===== config.mk =====
export PLATFORM = sky130hd
export DESIGN_NAME = nixie_scan_with_burn_in_flat
export DESIGN_NICKNAME = d
export VERILOG_FILES = /design/src/hw/rtl/nsb_pkg.sv /design/src/hw/rtl/nsb_if.sv /design/src/hw/rtl/nsb_sched.sv /design/src/hw/rtl/nsb_decode.sv /design/src/hw/rtl/nixie_scan_with_burn_in.sv /design/src/flat_wrapper.sv
export SDC_FILE = /design/constraint.sdc
export NUM_CORES = 1
export LEC_CHECK = 0
export ABC_AREA = 1
export BUFFER_PORTS_ARGS = -buffer_cell sky130_fd_sc_hd__buf_2
export CAP_MARGIN = 40
export CORE_MARGIN = 2
export CORE_UTILIZATION = 60
export CTS_CLUSTER_DIAMETER = 80
export DETAILED_ROUTE_END_ITERATION = 8
export GPL_TIMING_DRIVEN = 0
export PLACE_DENSITY = 0.82
export SYNTH_ARGS = -nofsm -noshare
export SYNTH_HDL_FRONTEND = slang
export SYNTH_SLANG_ARGS = --single-unit
export TNS_END_PERCENT = 20

===== constraint.sdc =====
create_clock -name clk -period 6.21 [get_ports clk]
set_input_delay 0.3105 -clock clk [delete_from_list [all_inputs] [get_ports clk]]
set_output_delay 0.3105 -clock clk [all_outputs]
set_load 0.02 [all_outputs]

===== src/hw/rtl/nsb_pkg.sv =====
package nsb_pkg;

	localparam int DIGIT_BASE  = 10;
	localparam int TIME_W      = 6;
	localparam int HOURS_W     = 5;
	localparam int BCD_W       = 4;
	localparam int TUBES       = 4;
	localparam int PHASE_W     = 4;

	typedef enum logic [1:0] {
		TUBE_MIN_ONES  = 2'd0,
		TUBE_MIN_TENS  = 2'd1,
		TUBE_HOUR_ONES = 2'd2,
		TUBE_HOUR_TENS = 2'd3
	} tube_t;

	typedef struct packed {
		logic [TIME_W-1:0]  minutes;
		logic [HOURS_W-1:0] hours;
		logic               burn;
		tube_t              tube;
		logic [PHASE_W-1:0] phase;
	} stage_t;

	typedef struct packed {
		logic [2:0]       tens;
		logic [BCD_W-1:0] ones;
	} split_t;

	function automatic split_t digit_split(input logic [TIME_W-1:0] v);
		split_t     r;
		logic [TIME_W-1:0] prod;
		r.tens = 3'd0;
		for (int i = 1; i <= 6; i++) begin
			if (v >= TIME_W'(i * DIGIT_BASE)) begin
				r.tens = 3'(i);
			end
		end
		prod = TIME_W'(r.tens) * TIME_W'(DIGIT_BASE);
		r.ones = BCD_W'(v - prod);
		return r;
	endfunction

endpackage


===== src/hw/rtl/nsb_if.sv =====
interface nsb_tick_if;
	logic                        valid;
	logic                        ready;
	logic [nsb_pkg::TIME_W-1:0]  minutes_shown;
	logic [nsb_pkg::HOURS_W-1:0] hours_shown;
	logic                        burn_mode;

	modport source(output valid, minutes_shown, hours_shown, burn_mode, input ready);
	modport sink(input valid, minutes_shown, hours_shown, burn_mode, output ready);
endinterface

interface nsb_tube_if;
	logic                       valid;
	logic                       ready;
	logic [nsb_pkg::TUBES-1:0]  anode_enable;
	logic [nsb_pkg::BCD_W-1:0]  bcd_digit;
	logic                       seconds_lamp_off;

	modport source(output valid, anode_enable, bcd_digit, seconds_lamp_off, input ready);
	modport sink(input valid, anode_enable, bcd_digit, seconds_lamp_off, output ready);
endinterface


===== src/hw/rtl/nsb_sched.sv =====
module nsb_sched #(
	parameter int BURN_TICKS_PER_TUBE = 10
) (
	input  logic              clk,
	input  logic              arst_n,
	nsb_tick_if.sink          tick,
	output nsb_pkg::stage_t   stage_s1,
	output logic              valid_s1,
	input  logic              ready_s1
);

	localparam logic [nsb_pkg::PHASE_W-1:0] PHASE_LAST =
		nsb_pkg::PHASE_W'(BURN_TICKS_PER_TUBE - 1);

	nsb_pkg::tube_t                scan_pos_q;
	nsb_pkg::tube_t                burn_tube_q;
	logic [nsb_pkg::PHASE_W-1:0]   burn_phase_q;
	logic                          accept;

	assign tick.ready = !valid_s1 || ready_s1;
	assign accept     = tick.valid && tick.ready;

	always_ff @(posedge clk or negedge arst_n) begin
		if (!arst_n) begin
			scan_pos_q   <= nsb_pkg::TUBE_MIN_ONES;
			burn_tube_q  <= nsb_pkg::TUBE_MIN_ONES;
			burn_phase_q <= '0;
			valid_s1     <= 1'b0;
		end else begin
			if (tick.ready) begin
				valid_s1 <= tick.valid;
			end
			if (accept) begin
				if (!tick.burn_mode) begin
					scan_pos_q <= nsb_pkg::tube_t'(scan_pos_q + 2'd1);
				end
				if (burn_phase_q == PHASE_LAST) begin
					burn_phase_q <= '0;
					burn_tube_q  <= nsb_pkg::tube_t'(burn_tube_q + 2'd1);
				end else begin
					burn_phase_q <= burn_phase_q + 1'b1;
				end
			end
		end
	end

	always_ff @(posedge clk) begin
		if (accept) begin
			stage_s1.minutes <= tick.minutes_shown;
			stage_s1.hours   <= tick.hours_shown;
			stage_s1.burn    <= tick.burn_mode;
			stage_s1.tube    <= tick.burn_mode ? burn_tube_q : scan_pos_q;
			stage_s1.phase   <= burn_phase_q;
		end
	end

	a_phase_range: assert property (@(posedge clk) disable iff (!arst_n)
		burn_phase_q <= PHASE_LAST)
		else $error("burn phase out of range");

	a_scan_adv: assert property (@(posedge clk) disable iff (!arst_n)
		accept && !tick.burn_mode |=> scan_pos_q == nsb_pkg::tube_t'($past(scan_pos_q) + 2'd1))
		else $error("scan position did not advance");

	a_scan_hold: assert property (@(posedge clk) disable iff (!arst_n)
		!(accept && !tick.burn_mode) |=> $stable(scan_pos_q))
		else $error("scan position moved without normal transaction");

	a_burn_hold: assert property (@(posedge clk) disable iff (!arst_n)
		!accept |=> $stable(burn_phase_q) && $stable(burn_tube_q))
		else $error("burn counter moved without transaction");

endmodule


===== src/hw/rtl/nsb_decode.sv =====
module nsb_decode (
	input  logic             clk,
	input  logic             arst_n,
	input  nsb_pkg::stage_t  stage_s1,
	input  logic             valid_s1,
	output logic             ready_s1,
	nsb_tube_if.source       tube
);

	nsb_pkg::split_t              min_split;
	nsb_pkg::split_t              hour_split;
	logic [nsb_pkg::BCD_W-1:0]    digit;
	logic [nsb_pkg::BCD_W-1:0]    burn_digit;
	logic [nsb_pkg::TUBES-1:0]    anode;

	assign ready_s1 = !tube.valid || tube.ready;

	always_comb begin
		min_split  = nsb_pkg::digit_split(stage_s1.minutes);
		hour_split = nsb_pkg::digit_split(nsb_pkg::TIME_W'(stage_s1.hours));
		if (stage_s1.phase >= nsb_pkg::PHASE_W'(nsb_pkg::DIGIT_BASE)) begin
			burn_digit = stage_s1.phase - nsb_pkg::PHASE_W'(nsb_pkg::DIGIT_BASE);
		end else begin
			burn_digit = stage_s1.phase;
		end
		unique case (stage_s1.tube)
			nsb_pkg::TUBE_MIN_ONES:  digit = min_split.ones;
			nsb_pkg::TUBE_MIN_TENS:  digit = nsb_pkg::BCD_W'(min_split.tens);
			nsb_pkg::TUBE_HOUR_ONES: digit = hour_split.ones;
			nsb_pkg::TUBE_HOUR_TENS: digit = nsb_pkg::BCD_W'(hour_split.tens);
			default:                 digit = '0;
		endcase
		if (stage_s1.burn) begin
			digit = burn_digit;
		end
		anode = nsb_pkg::TUBES'(1) << stage_s1.tube;
	end

	always_ff @(posedge clk or negedge arst_n) begin
		if (!arst_n) begin
			tube.valid <= 1'b0;
		end else if (ready_s1) begin
			tube.valid <= valid_s1;
		end
	end

	always_ff @(posedge clk) begin
		if (ready_s1 && valid_s1) begin
			tube.anode_enable     <= anode;
			tube.bcd_digit        <= digit;
			tube.seconds_lamp_off <= stage_s1.burn;
		end
	end

	a_onehot: assert property (@(posedge clk) disable iff (!arst_n)
		tube.valid |-> $onehot(tube.anode_enable))
		else $error("anode not one-hot");

	a_bcd: assert property (@(posedge clk) disable iff (!arst_n)
		tube.valid |-> tube.bcd_digit <= 4'd9)
		else $error("digit not BCD");

	a_lamp: assert property (@(posedge clk) disable iff (!arst_n)
		ready_s1 && valid_s1 |=> tube.seconds_lamp_off == $past(stage_s1.burn))
		else $error("seconds lamp does not follow mode");

endmodule


===== src/hw/rtl/nixie_scan_with_burn_in.sv =====
// A transaction accepted from tick is registered first in stage_s1 and then in
// the tube output register, from which it is presented.
// Throughput: one tick per cycle; the input register and the result register
// each advance whenever the stage after them is empty or taken.
// Reset (arst_n low): scan position and burn counter go to zero,
// both pipeline stages are emptied.
module nixie_scan_with_burn_in #(
	parameter int BURN_TICKS_PER_TUBE = 10
) (
	input  logic         clk,
	input  logic         arst_n,
	nsb_tick_if.sink     tick,
	nsb_tube_if.source   tube
);

	nsb_pkg::stage_t stage_s1;
	logic            valid_s1;
	logic            ready_s1;

	nsb_sched #(
		.BURN_TICKS_PER_TUBE(BURN_TICKS_PER_TUBE)
	) u_sched (
		.clk      (clk),
		.arst_n   (arst_n),
		.tick     (tick),
		.stage_s1 (stage_s1),
		.valid_s1 (valid_s1),
		.ready_s1 (ready_s1)
	);

	nsb_decode u_decode (
		.clk      (clk),
		.arst_n   (arst_n),
		.stage_s1 (stage_s1),
		.valid_s1 (valid_s1),
		.ready_s1 (ready_s1),
		.tube     (tube)
	);

endmodule

===== src/flat_wrapper.sv =====
// flat-port wrapper written by rule: the top's interface ports become plain ports
module nixie_scan_with_burn_in_flat 
#(
	parameter int BURN_TICKS_PER_TUBE = 10
)
  (clk, arst_n, tick_valid, tick_minutes_shown, tick_hours_shown, tick_burn_mode, tick_ready, tube_valid, tube_anode_enable, tube_bcd_digit, tube_seconds_lamp_off, tube_ready);
  nsb_tick_if tick_i ();
  nsb_tube_if tube_i ();
  input  logic clk;
  input  logic arst_n;
  input wire logic [$bits(tick_i.valid)-1:0] tick_valid;
  input wire logic [$bits(tick_i.minutes_shown)-1:0] tick_minutes_shown;
  input wire logic [$bits(tick_i.hours_shown)-1:0] tick_hours_shown;
  input wire logic [$bits(tick_i.burn_mode)-1:0] tick_burn_mode;
  output wire logic [$bits(tick_i.ready)-1:0] tick_ready;
  output wire logic [$bits(tube_i.valid)-1:0] tube_valid;
  output wire logic [$bits(tube_i.anode_enable)-1:0] tube_anode_enable;
  output wire logic [$bits(tube_i.bcd_digit)-1:0] tube_bcd_digit;
  output wire logic [$bits(tube_i.seconds_lamp_off)-1:0] tube_seconds_lamp_off;
  input wire logic [$bits(tube_i.ready)-1:0] tube_ready;
  assign tick_i.valid = tick_valid;
  assign tick_i.minutes_shown = tick_minutes_shown;
  assign tick_i.hours_shown = tick_hours_shown;
  assign tick_i.burn_mode = tick_burn_mode;
  assign tick_ready = tick_i.ready;
  assign tube_valid = tube_i.valid;
  assign tube_anode_enable = tube_i.anode_enable;
  assign tube_bcd_digit = tube_i.bcd_digit;
  assign tube_seconds_lamp_off = tube_i.seconds_lamp_off;
  assign tube_i.ready = tube_ready;
  nixie_scan_with_burn_in #(.BURN_TICKS_PER_TUBE(BURN_TICKS_PER_TUBE)) u_core (.clk(clk), .arst_n(arst_n), .tick(tick_i), .tube(tube_i));
endmodule

=== Word level (Yosys, flattened, before mapping) ===
Index checks and enable logic that the tools add are counted.

* Flip-flop bits (word level): 37
* Input port bits: 16

* Add/sub/neg operators: 6
* Multiply operators: 2
* Magnitude comparators: 13
* Equality and inequality tests: 4
* Shift-type cells: 1
* Mux-type cells: 17
* Bitwise gates (word level): 1
* Reductions and logical operators: 9

{| class="wikitable"
|+ Operator list
! operator !! number
|-
| 3-bit 2-to-1 mux || 9
|-
| 5-bit by 6-bit greater-or-equal comparator with 1-bit output, second input constant || 3
|-
| 6-bit greater-or-equal comparator, second input constant || 3
|-
| 4-bit one-hot mux with 4 select lines || 1
|-
| 6-bit by 5-bit greater-or-equal comparator with 1-bit output, second input constant || 2
|-
| 4-bit 2-to-1 mux || 3
|-
| 5-bit greater-or-equal comparator, second input constant || 2
|-
| 4-bit subtractor || 2
|-
| 6-bit by 4-bit greater-or-equal comparator with 1-bit output, second input constant || 1
|-
| 3-bit by 3-bit multiplier with 3-bit output, second input constant || 2
|-
| 5-bit by 4-bit greater-or-equal comparator with 1-bit output, second input constant || 1
|-
| 2-bit by 1-bit adder with 2-bit output, second input constant || 2
|-
| 4-bit by 1-bit adder with 4-bit output, second input constant || 1
|-
| 2-bit == test, second input constant || 2
|-
| 4-bit == test, second input constant || 1
|-
| 4-bit greater-or-equal comparator, second input constant || 1
|-
| 2-bit 2-to-1 mux || 2
|-
| 2-bit AND reduction || 2
|-
| 1-bit by 2-bit left shift with 4-bit output, first input constant || 1
|-
| 4-bit subtractor, second input constant || 1
|-
| 2-bit by 1-bit == test with 1-bit output, second input constant || 1
|-
| 1-bit logical AND || 2
|-
| 1-bit zero test || 2
|-
| 2-bit zero test || 1
|-
| other kinds (3) || 5
|}

=== Depth between registers and ports, before layout ===
* Depth in word-level cells: 11
* Gate-level depth with buffers: 14
* Depth with buffers taken out: 14

=== By module ===
From an unflattened synthesis, not the netlist that was laid out.

* Cells, all modules: 181
* Area total of the unflattened synthesis: 1816.7 um^2

{| class="wikitable"
|+ Modules (own cells, without submodules)
! module !! instances !! cells each !! area an instance (um^2) !! seq. area each (um^2)
|-
| nsb_sched || 1 || 72 || 1032.2 || 765.7
|-
| nsb_decode || 1 || 109 || 784.5 || 295.3
|}

=== Worst setup path before layout ===
OpenSTA, ideal clock, no wires.

* Path kind: register to register
* From: register u_core.u_sched.stage_s1[14] (netlist name)
* To: register u_core.u_decode.tube.bcd_digit[3], data pin
* Setup time: 0.258 ns
* Arrival: 1.936 ns
* Required time: 5.952 ns
* Setup slack: 4.016 ns
* Cell stages (with the launch flop): 13
* Buffers on the path: 0
* Cells stage by stage: edfxtp_1 o21ai_0 nand3_1 nand2_1 nand2_2 a21oi_1 ha_1 inv_1 fa_1 xor2_1 nand3_1 nand3_1 a21oi_2

* Cells in the longest elaborated chain, start to end: 11
* Elaborated cells between the ends (all ways): 16
* Classes of those cells: 1 x add/sub; 1 x mul; 6 x order compare; 8 x mux

{| class="wikitable"
|+ Ends and longest elaborated chain
! item !! line !! text
|-
| 6-bit by 4-bit greater-or-equal comparator with 1-bit output || nsb_pkg.sv:35 || <nowiki>if (v >= TIME_W'(i * DIGIT_BASE)) begin</nowiki>
|-
| 1-bit 2-to-1 mux || nsb_pkg.sv:35 ||
|-
| 2-bit 2-to-1 mux || nsb_pkg.sv:35 ||
|-
| 3-bit 2-to-1 mux (4 in a row) || nsb_pkg.sv:35 ||
|-
| 3-bit by 3-bit multiplier with 3-bit output || nsb_pkg.sv:39 || <nowiki>prod = TIME_W'(r.tens) * TIME_W'(DIGIT_BASE);</nowiki>
|-
| 4-bit subtractor (*) || nsb_pkg.sv:40 || <nowiki>r.ones = BCD_W'(v - prod);</nowiki>
|-
| 4-bit one-hot mux with 4 select lines (*) || nsb_decode.sv:26 || <nowiki>unique case (stage_s1.tube)</nowiki>
|-
| 4-bit 2-to-1 mux (*) || nsb_decode.sv:33 || <nowiki>if (stage_s1.burn) begin</nowiki>
|-
| net u_core.u_decode.digit, one bit || nsb_decode.sv:12 || <nowiki>logic [nsb_pkg::BCD_W-1:0] digit;</nowiki>
|-
| end signal, assigned || nsb_decode.sv:50 || <nowiki>tube.bcd_digit <= digit;</nowiki>
|-
| end, declared || nsb_if.sv:19 || <nowiki>modport source(output valid, anode_enable, bcd_digit, seconds_lamp_off, input ready);</nowiki>
|}

The timed path passes the listed nets; every way through them passes the cells marked *.
A chain may end at the register's enable or synchronous reset.

=== Worst setup path after layout ===
* From: register u_core.u_sched.stage_s1[14] (netlist name)
* To: register u_core.u_decode.tube.bcd_digit[3], data pin

* Cells in the longest elaborated chain, start to end: 11
* Elaborated cells between the ends (all ways): 16
* Classes of those cells: 1 x add/sub; 1 x mul; 6 x order compare; 8 x mux

{| class="wikitable"
|+ Ends and longest elaborated chain
! item !! line
|-
| 6-bit by 4-bit greater-or-equal comparator with 1-bit output || nsb_pkg.sv:35
|-
| 1-bit 2-to-1 mux || nsb_pkg.sv:35
|-
| 2-bit 2-to-1 mux || nsb_pkg.sv:35
|-
| 3-bit 2-to-1 mux (4 in a row) || nsb_pkg.sv:35
|-
| 3-bit by 3-bit multiplier with 3-bit output || nsb_pkg.sv:39
|-
| 4-bit subtractor (*) || nsb_pkg.sv:40
|-
| 4-bit one-hot mux with 4 select lines (*) || nsb_decode.sv:26
|-
| 4-bit 2-to-1 mux (*) || nsb_decode.sv:33
|-
| net u_core.u_decode.digit, one bit || nsb_decode.sv:12
|}

Marks and branches as above.

==> summary by stage <==
Synth
Synthesis produced a netlist whose cell count is ~180. The proportion of register bits with asynchronous set or reset after synthesis is a little over a quarter. Each instance of the synthesized netlist takes up on average between 10 and 15 um^2. The warning count from the yosys run is 0. The number of nets handed over by synthesis was 196. In the synthesized netlist the dominant register cell turns out to be sky130_fd_sc_hd__edfxtp_1. The mapped netlist covers between 1500 and 2000 um^2.

The portion of the post-synthesis area used by sequential elements is around 60%. Yosys mapped the design onto 22 distinct sky130hd cell types. The count of state elements after synthesis is 37.

The number of enable flip-flop cells after synthesis is 27.

Layout
The area growth from synthesis to layout is 13.4%. The total area of multi-input combinational cells is just under 600 um^2. The filler cells instantiated in the layout total around 200. After routing the design area is between 2000 and 2500 um^2. The final layout contains 230 nets.

The number of diodes is 0. Across the whole layout, storage elements account for ~1100 um^2. The fraction of final layout cells with drive strength greater than 1 is 18.1%.

Critical path
Along the worst path, the maximum fanout reaches 5. The worst setup path is launched from a flip-flop. The reg-to-reg startpoint is u_core.u_sched.stage_s1[14]. In this run the critical register-to-register path is captured at u_core.u_decode.tube.bcd_digit[3].

In this run the register-to-register setup slack is around 3.7 ns. STA classifies the critical path endpoint as a flip-flop. The required time of the critical path is 6.30 ns.

The critical path start-end classification is reg2reg. The data arrival time at the worst-slack endpoint is about 2.6 ns. For the worst flop-to-flop path, the logic depth is 12.

Timing
The final-layout setup total negative slack is 0 ns. The slew of the pin with the lowest slew margin is approximately 0.76 ns. The number of max-slew violations in the final report came to 0.

The worst slew slack as a fraction of its limit is between 40 and 50%. The number of endpoints with negative hold slack in the final report is 0. The worst setup skew after layout is around 0.0091 ns. Static timing analysis puts the maximum clock frequency at 405 MHz. The time the worst path needs with I/O delays and setup is between 2 and 2.5 ns.

Setup violations remaining at the end of the flow were counted as 0. Setup repair after global routing left no endpoint under its margin. The fraction of the cycle the final worst path needs is 39.7%.

Clock network
The cell chosen for the clock root is sky130_fd_sc_hd__clkbuf_4. The clock tree from TritonCTS is yes. The tree built by TritonCTS fans out to 37 sinks.

For the worst-skew pair, the clock arrives at the later sink with an insertion delay of about 0.33 ns. Buffers added to address setup during post-CTS repair amount to 0. The number of clock buffers added by TritonCTS is 5. The clock edge transition at the registers on the reported setup and hold paths is about 0.11 ns. After clock tree synthesis, the repair step resized 0 gates.

The clock passes through at most 2 buffers. The clock tree synthesis step divided the H-tree into 2 levels.

Floorplan
The starting utilization of the core area is 63.7%. Pin placement for this block handled 27 I/O pins. The total area inside the core boundary comes to approximately 2800 um^2. The die outline height is 58.4 um.

After floorplanning, the core was divided into 19 placement rows. The die extent in x is just under 60 um. The die outline area is around 3400 um^2.

Hold path
For hold timing, the worst endpoint is u_core.u_sched.stage_s1[17]. Along the worst hold path, the cell count comes to 1. The kind of path behind the tightest hold check is in2reg. The startpoint identified for the worst hold timing path is tick_minutes_shown[5].

Drt
The wire length reported by the detailed router is 2870 um. After the first detailed-routing iteration, the DRC count stood at between 50 and 60. After detailed routing, the average wire length per cell comes to 11.9 um. Once detail routing completed, the nets flagged for antenna violations numbered 0. After detailed routing, the number of remaining DRC violations is 0.

The final route contains around 1200 vias. After detailed routing, the number of vias per cell comes to between 5 and 6. The first-pass detailed-route iteration total is 4.

GRT
The via count of the first global-routing pass is around 1200. For this run, global-route usage on met1 was measured as around a fifth. The first-pass GRT wire length is between 4000 and 5000 um.

The global-route layer with the greatest usage is met2. The global-route total usage across every layer is 19.7%. The initial antenna violation count was 0. Entering global routing, the biggest net connects 20 pins. In the global route stage, met3 resource usage came out at 6.59%. Global routing finished with a remaining overflow of 0. The met2 track demand over resource in global routing is a little over a third.

Pwr
The worst ir drop on vdd is 288 uV. Power spread over the standard cell area amounts to ~330 nW/um^2. Summed over all cells, the static leakage comes to about 0.95 nW.

Run
The max-capacitance violation count is 0.

Place
The number of port buffers is 26. The final estimated routing congestion in global placement is around 0.87. The sum of net half-perimeters after detailed placement is approximately 2300 um.

In this run the cell area measured after placement is ~1900 um^2.

Run status
The flow ran to the end, and the final reports show no timing, DRC or antenna violations.
-- critical path, cell delays in order (launching register included) --
cell and delay (ns):
sky130_fd_sc_hd__edfxtp_1 0.47, sky130_fd_sc_hd__o21ai_0 0.30, sky130_fd_sc_hd__nand3_1 0.11, sky130_fd_sc_hd__nand2_1 0.08, sky130_fd_sc_hd__nand2_2 0.07, sky130_fd_sc_hd__a21oi_1 0.15, sky130_fd_sc_hd__ha_1 0.16, sky130_fd_sc_hd__inv_1 0.05
sky130_fd_sc_hd__fa_1 0.37, sky130_fd_sc_hd__xor2_1 0.20, sky130_fd_sc_hd__nand3_1 0.10, sky130_fd_sc_hd__nand3_1 0.10, sky130_fd_sc_hd__a21oi_2 0.06
-- sequential cells by signal, indices dropped and copies added, names as in the netlist --
register,count
u_core.u_sched.stage_s1,18
u_core.u_decode.tube.anode_enable,4
u_core.u_decode.tube.bcd_digit,4
u_core.u_sched.burn_phase_q,4
u_core.u_sched.burn_tube_q,2
u_core.u_sched.scan_pos_q,2
u_core.u_decode.tube.seconds_lamp_off,1
u_core.u_decode.tube.valid,1
u_core.u_sched.valid_s1,1
-- power breakdown --
| part | internal, mW | total, mW | switching (mW) |
|---|---|---|---|
| Sequential | 0.332 | 0.372 | 0.0394 |
| Clock | 0.0559 | 0.127 | 0.0714 |
| Combinational | 0.0632 | 0.172 | 0.109 |
-- stage by stage --
step	worst slack (ns)	hold WS, ns	cells	utilization, %	power, mW
6_report	3.74	0.143	241	72.3	0.671
5_1_grt	3.49	0.119	241	72.3	0.716
3_5_place_dp	3.75	0.188	232	69.8	0.549
3_3_place_gp	3.92	0.172	232	69.8	0.532
2_1_floorplan	4.02	0.0149	175	-	0.497
4_1_cts	3.74	0.134	241	72.3	0.676
-- synthesized netlist by cell type (all sizes together) (2+ instances only) --
| library cell | n | area (um^2) |
|---|---|---|
| inv | 33 | 124 |
| o31ai | 2 | 15.0 |
| o21ai | 10 | 50.0 |
| edfxtp | 27 | 811 |
| dfrtp | 10 | 250 |
| a21oi | 10 | 53.8 |
| nand3 | 8 | 45.0 |
| nor2 | 18 | 67.6 |
| xor2 | 8 | 70.1 |
| nand2 | 39 | 159 |
| fa | 2 | 40.0 |
| ha | 3 | 37.5 |
-- kinds of logic after synthesis --
| family | Yosys count | synth area share [%] |
|---|---|---|
| simple gates | 68 | 17.2 |
| flops | 37 | 59.8 |
| buf+inv | 33 | 6.99 |
| compound gates | 24 | 7.62 |
| xor+xnor | 8 | 3.95 |
| fa+ha+maj | 5 | 4.38 |
-- what timing repair did --
item	in CTS	in global routing
hold buffers	1	0
hold endpoints to repair	10	0
endpoints found under the setup margin	0	0
-- how the worst max path moves through the flow --
stage                                            from                           endpoint  slack, ns  cells after the start
after floorplan           u_core.u_sched.stage_s1[14]  u_core.u_decode.tube.bcd_digit[3]       4.02                     12
after global placement    u_core.u_sched.stage_s1[14]  u_core.u_decode.tube.bcd_digit[3]       3.92                     12
after detailed placement  u_core.u_sched.stage_s1[14]  u_core.u_decode.tube.bcd_digit[3]       3.75                     12
after CTS                 u_core.u_sched.stage_s1[14]  u_core.u_decode.tube.bcd_digit[3]       3.74                     12
after global routing      u_core.u_sched.stage_s1[14]  u_core.u_decode.tube.bcd_digit[3]       3.49                     12
final                     u_core.u_sched.stage_s1[14]  u_core.u_decode.tube.bcd_digit[3]       3.74                     12
-- layout make-up --
cell class	instances	share of cell area, %
multi-input combinational	105	29.2
sequential	37	52.8
inverter	33	6.16
tap	31	1.93
timing repair buffer	27	6.97
clock buffer	8	2.92
-- layer usage --
metal / vias up / wire length [um]
met4: 0 / 42
met5: - / 0
met2: 43 / 1500
li1: 636 / -
met1: 563 / 1160
met3: 7 / 170
-- layout by cell type, fill, tap and decap left out, drive strengths merged --
| cell | count |
|---|---|
| a21oi | 10 |
| a32oi | 1 |
| buf | 26 |
| clkbuf | 8 |
| dfrtp | 10 |
| dlygate4sd3 | 1 |
| edfxtp | 27 |
| fa | 2 |
| ha | 3 |
| inv | 33 |
| nand2 | 39 |
| nand3 | 8 |
| nor2 | 18 |
| nor3 | 1 |
| nor3b | 1 |
| nor4 | 1 |
| o211ai | 1 |
| o21ai | 10 |
| o31ai | 2 |
| xor2 | 8 |
Power figures use the tool's default switching activity.
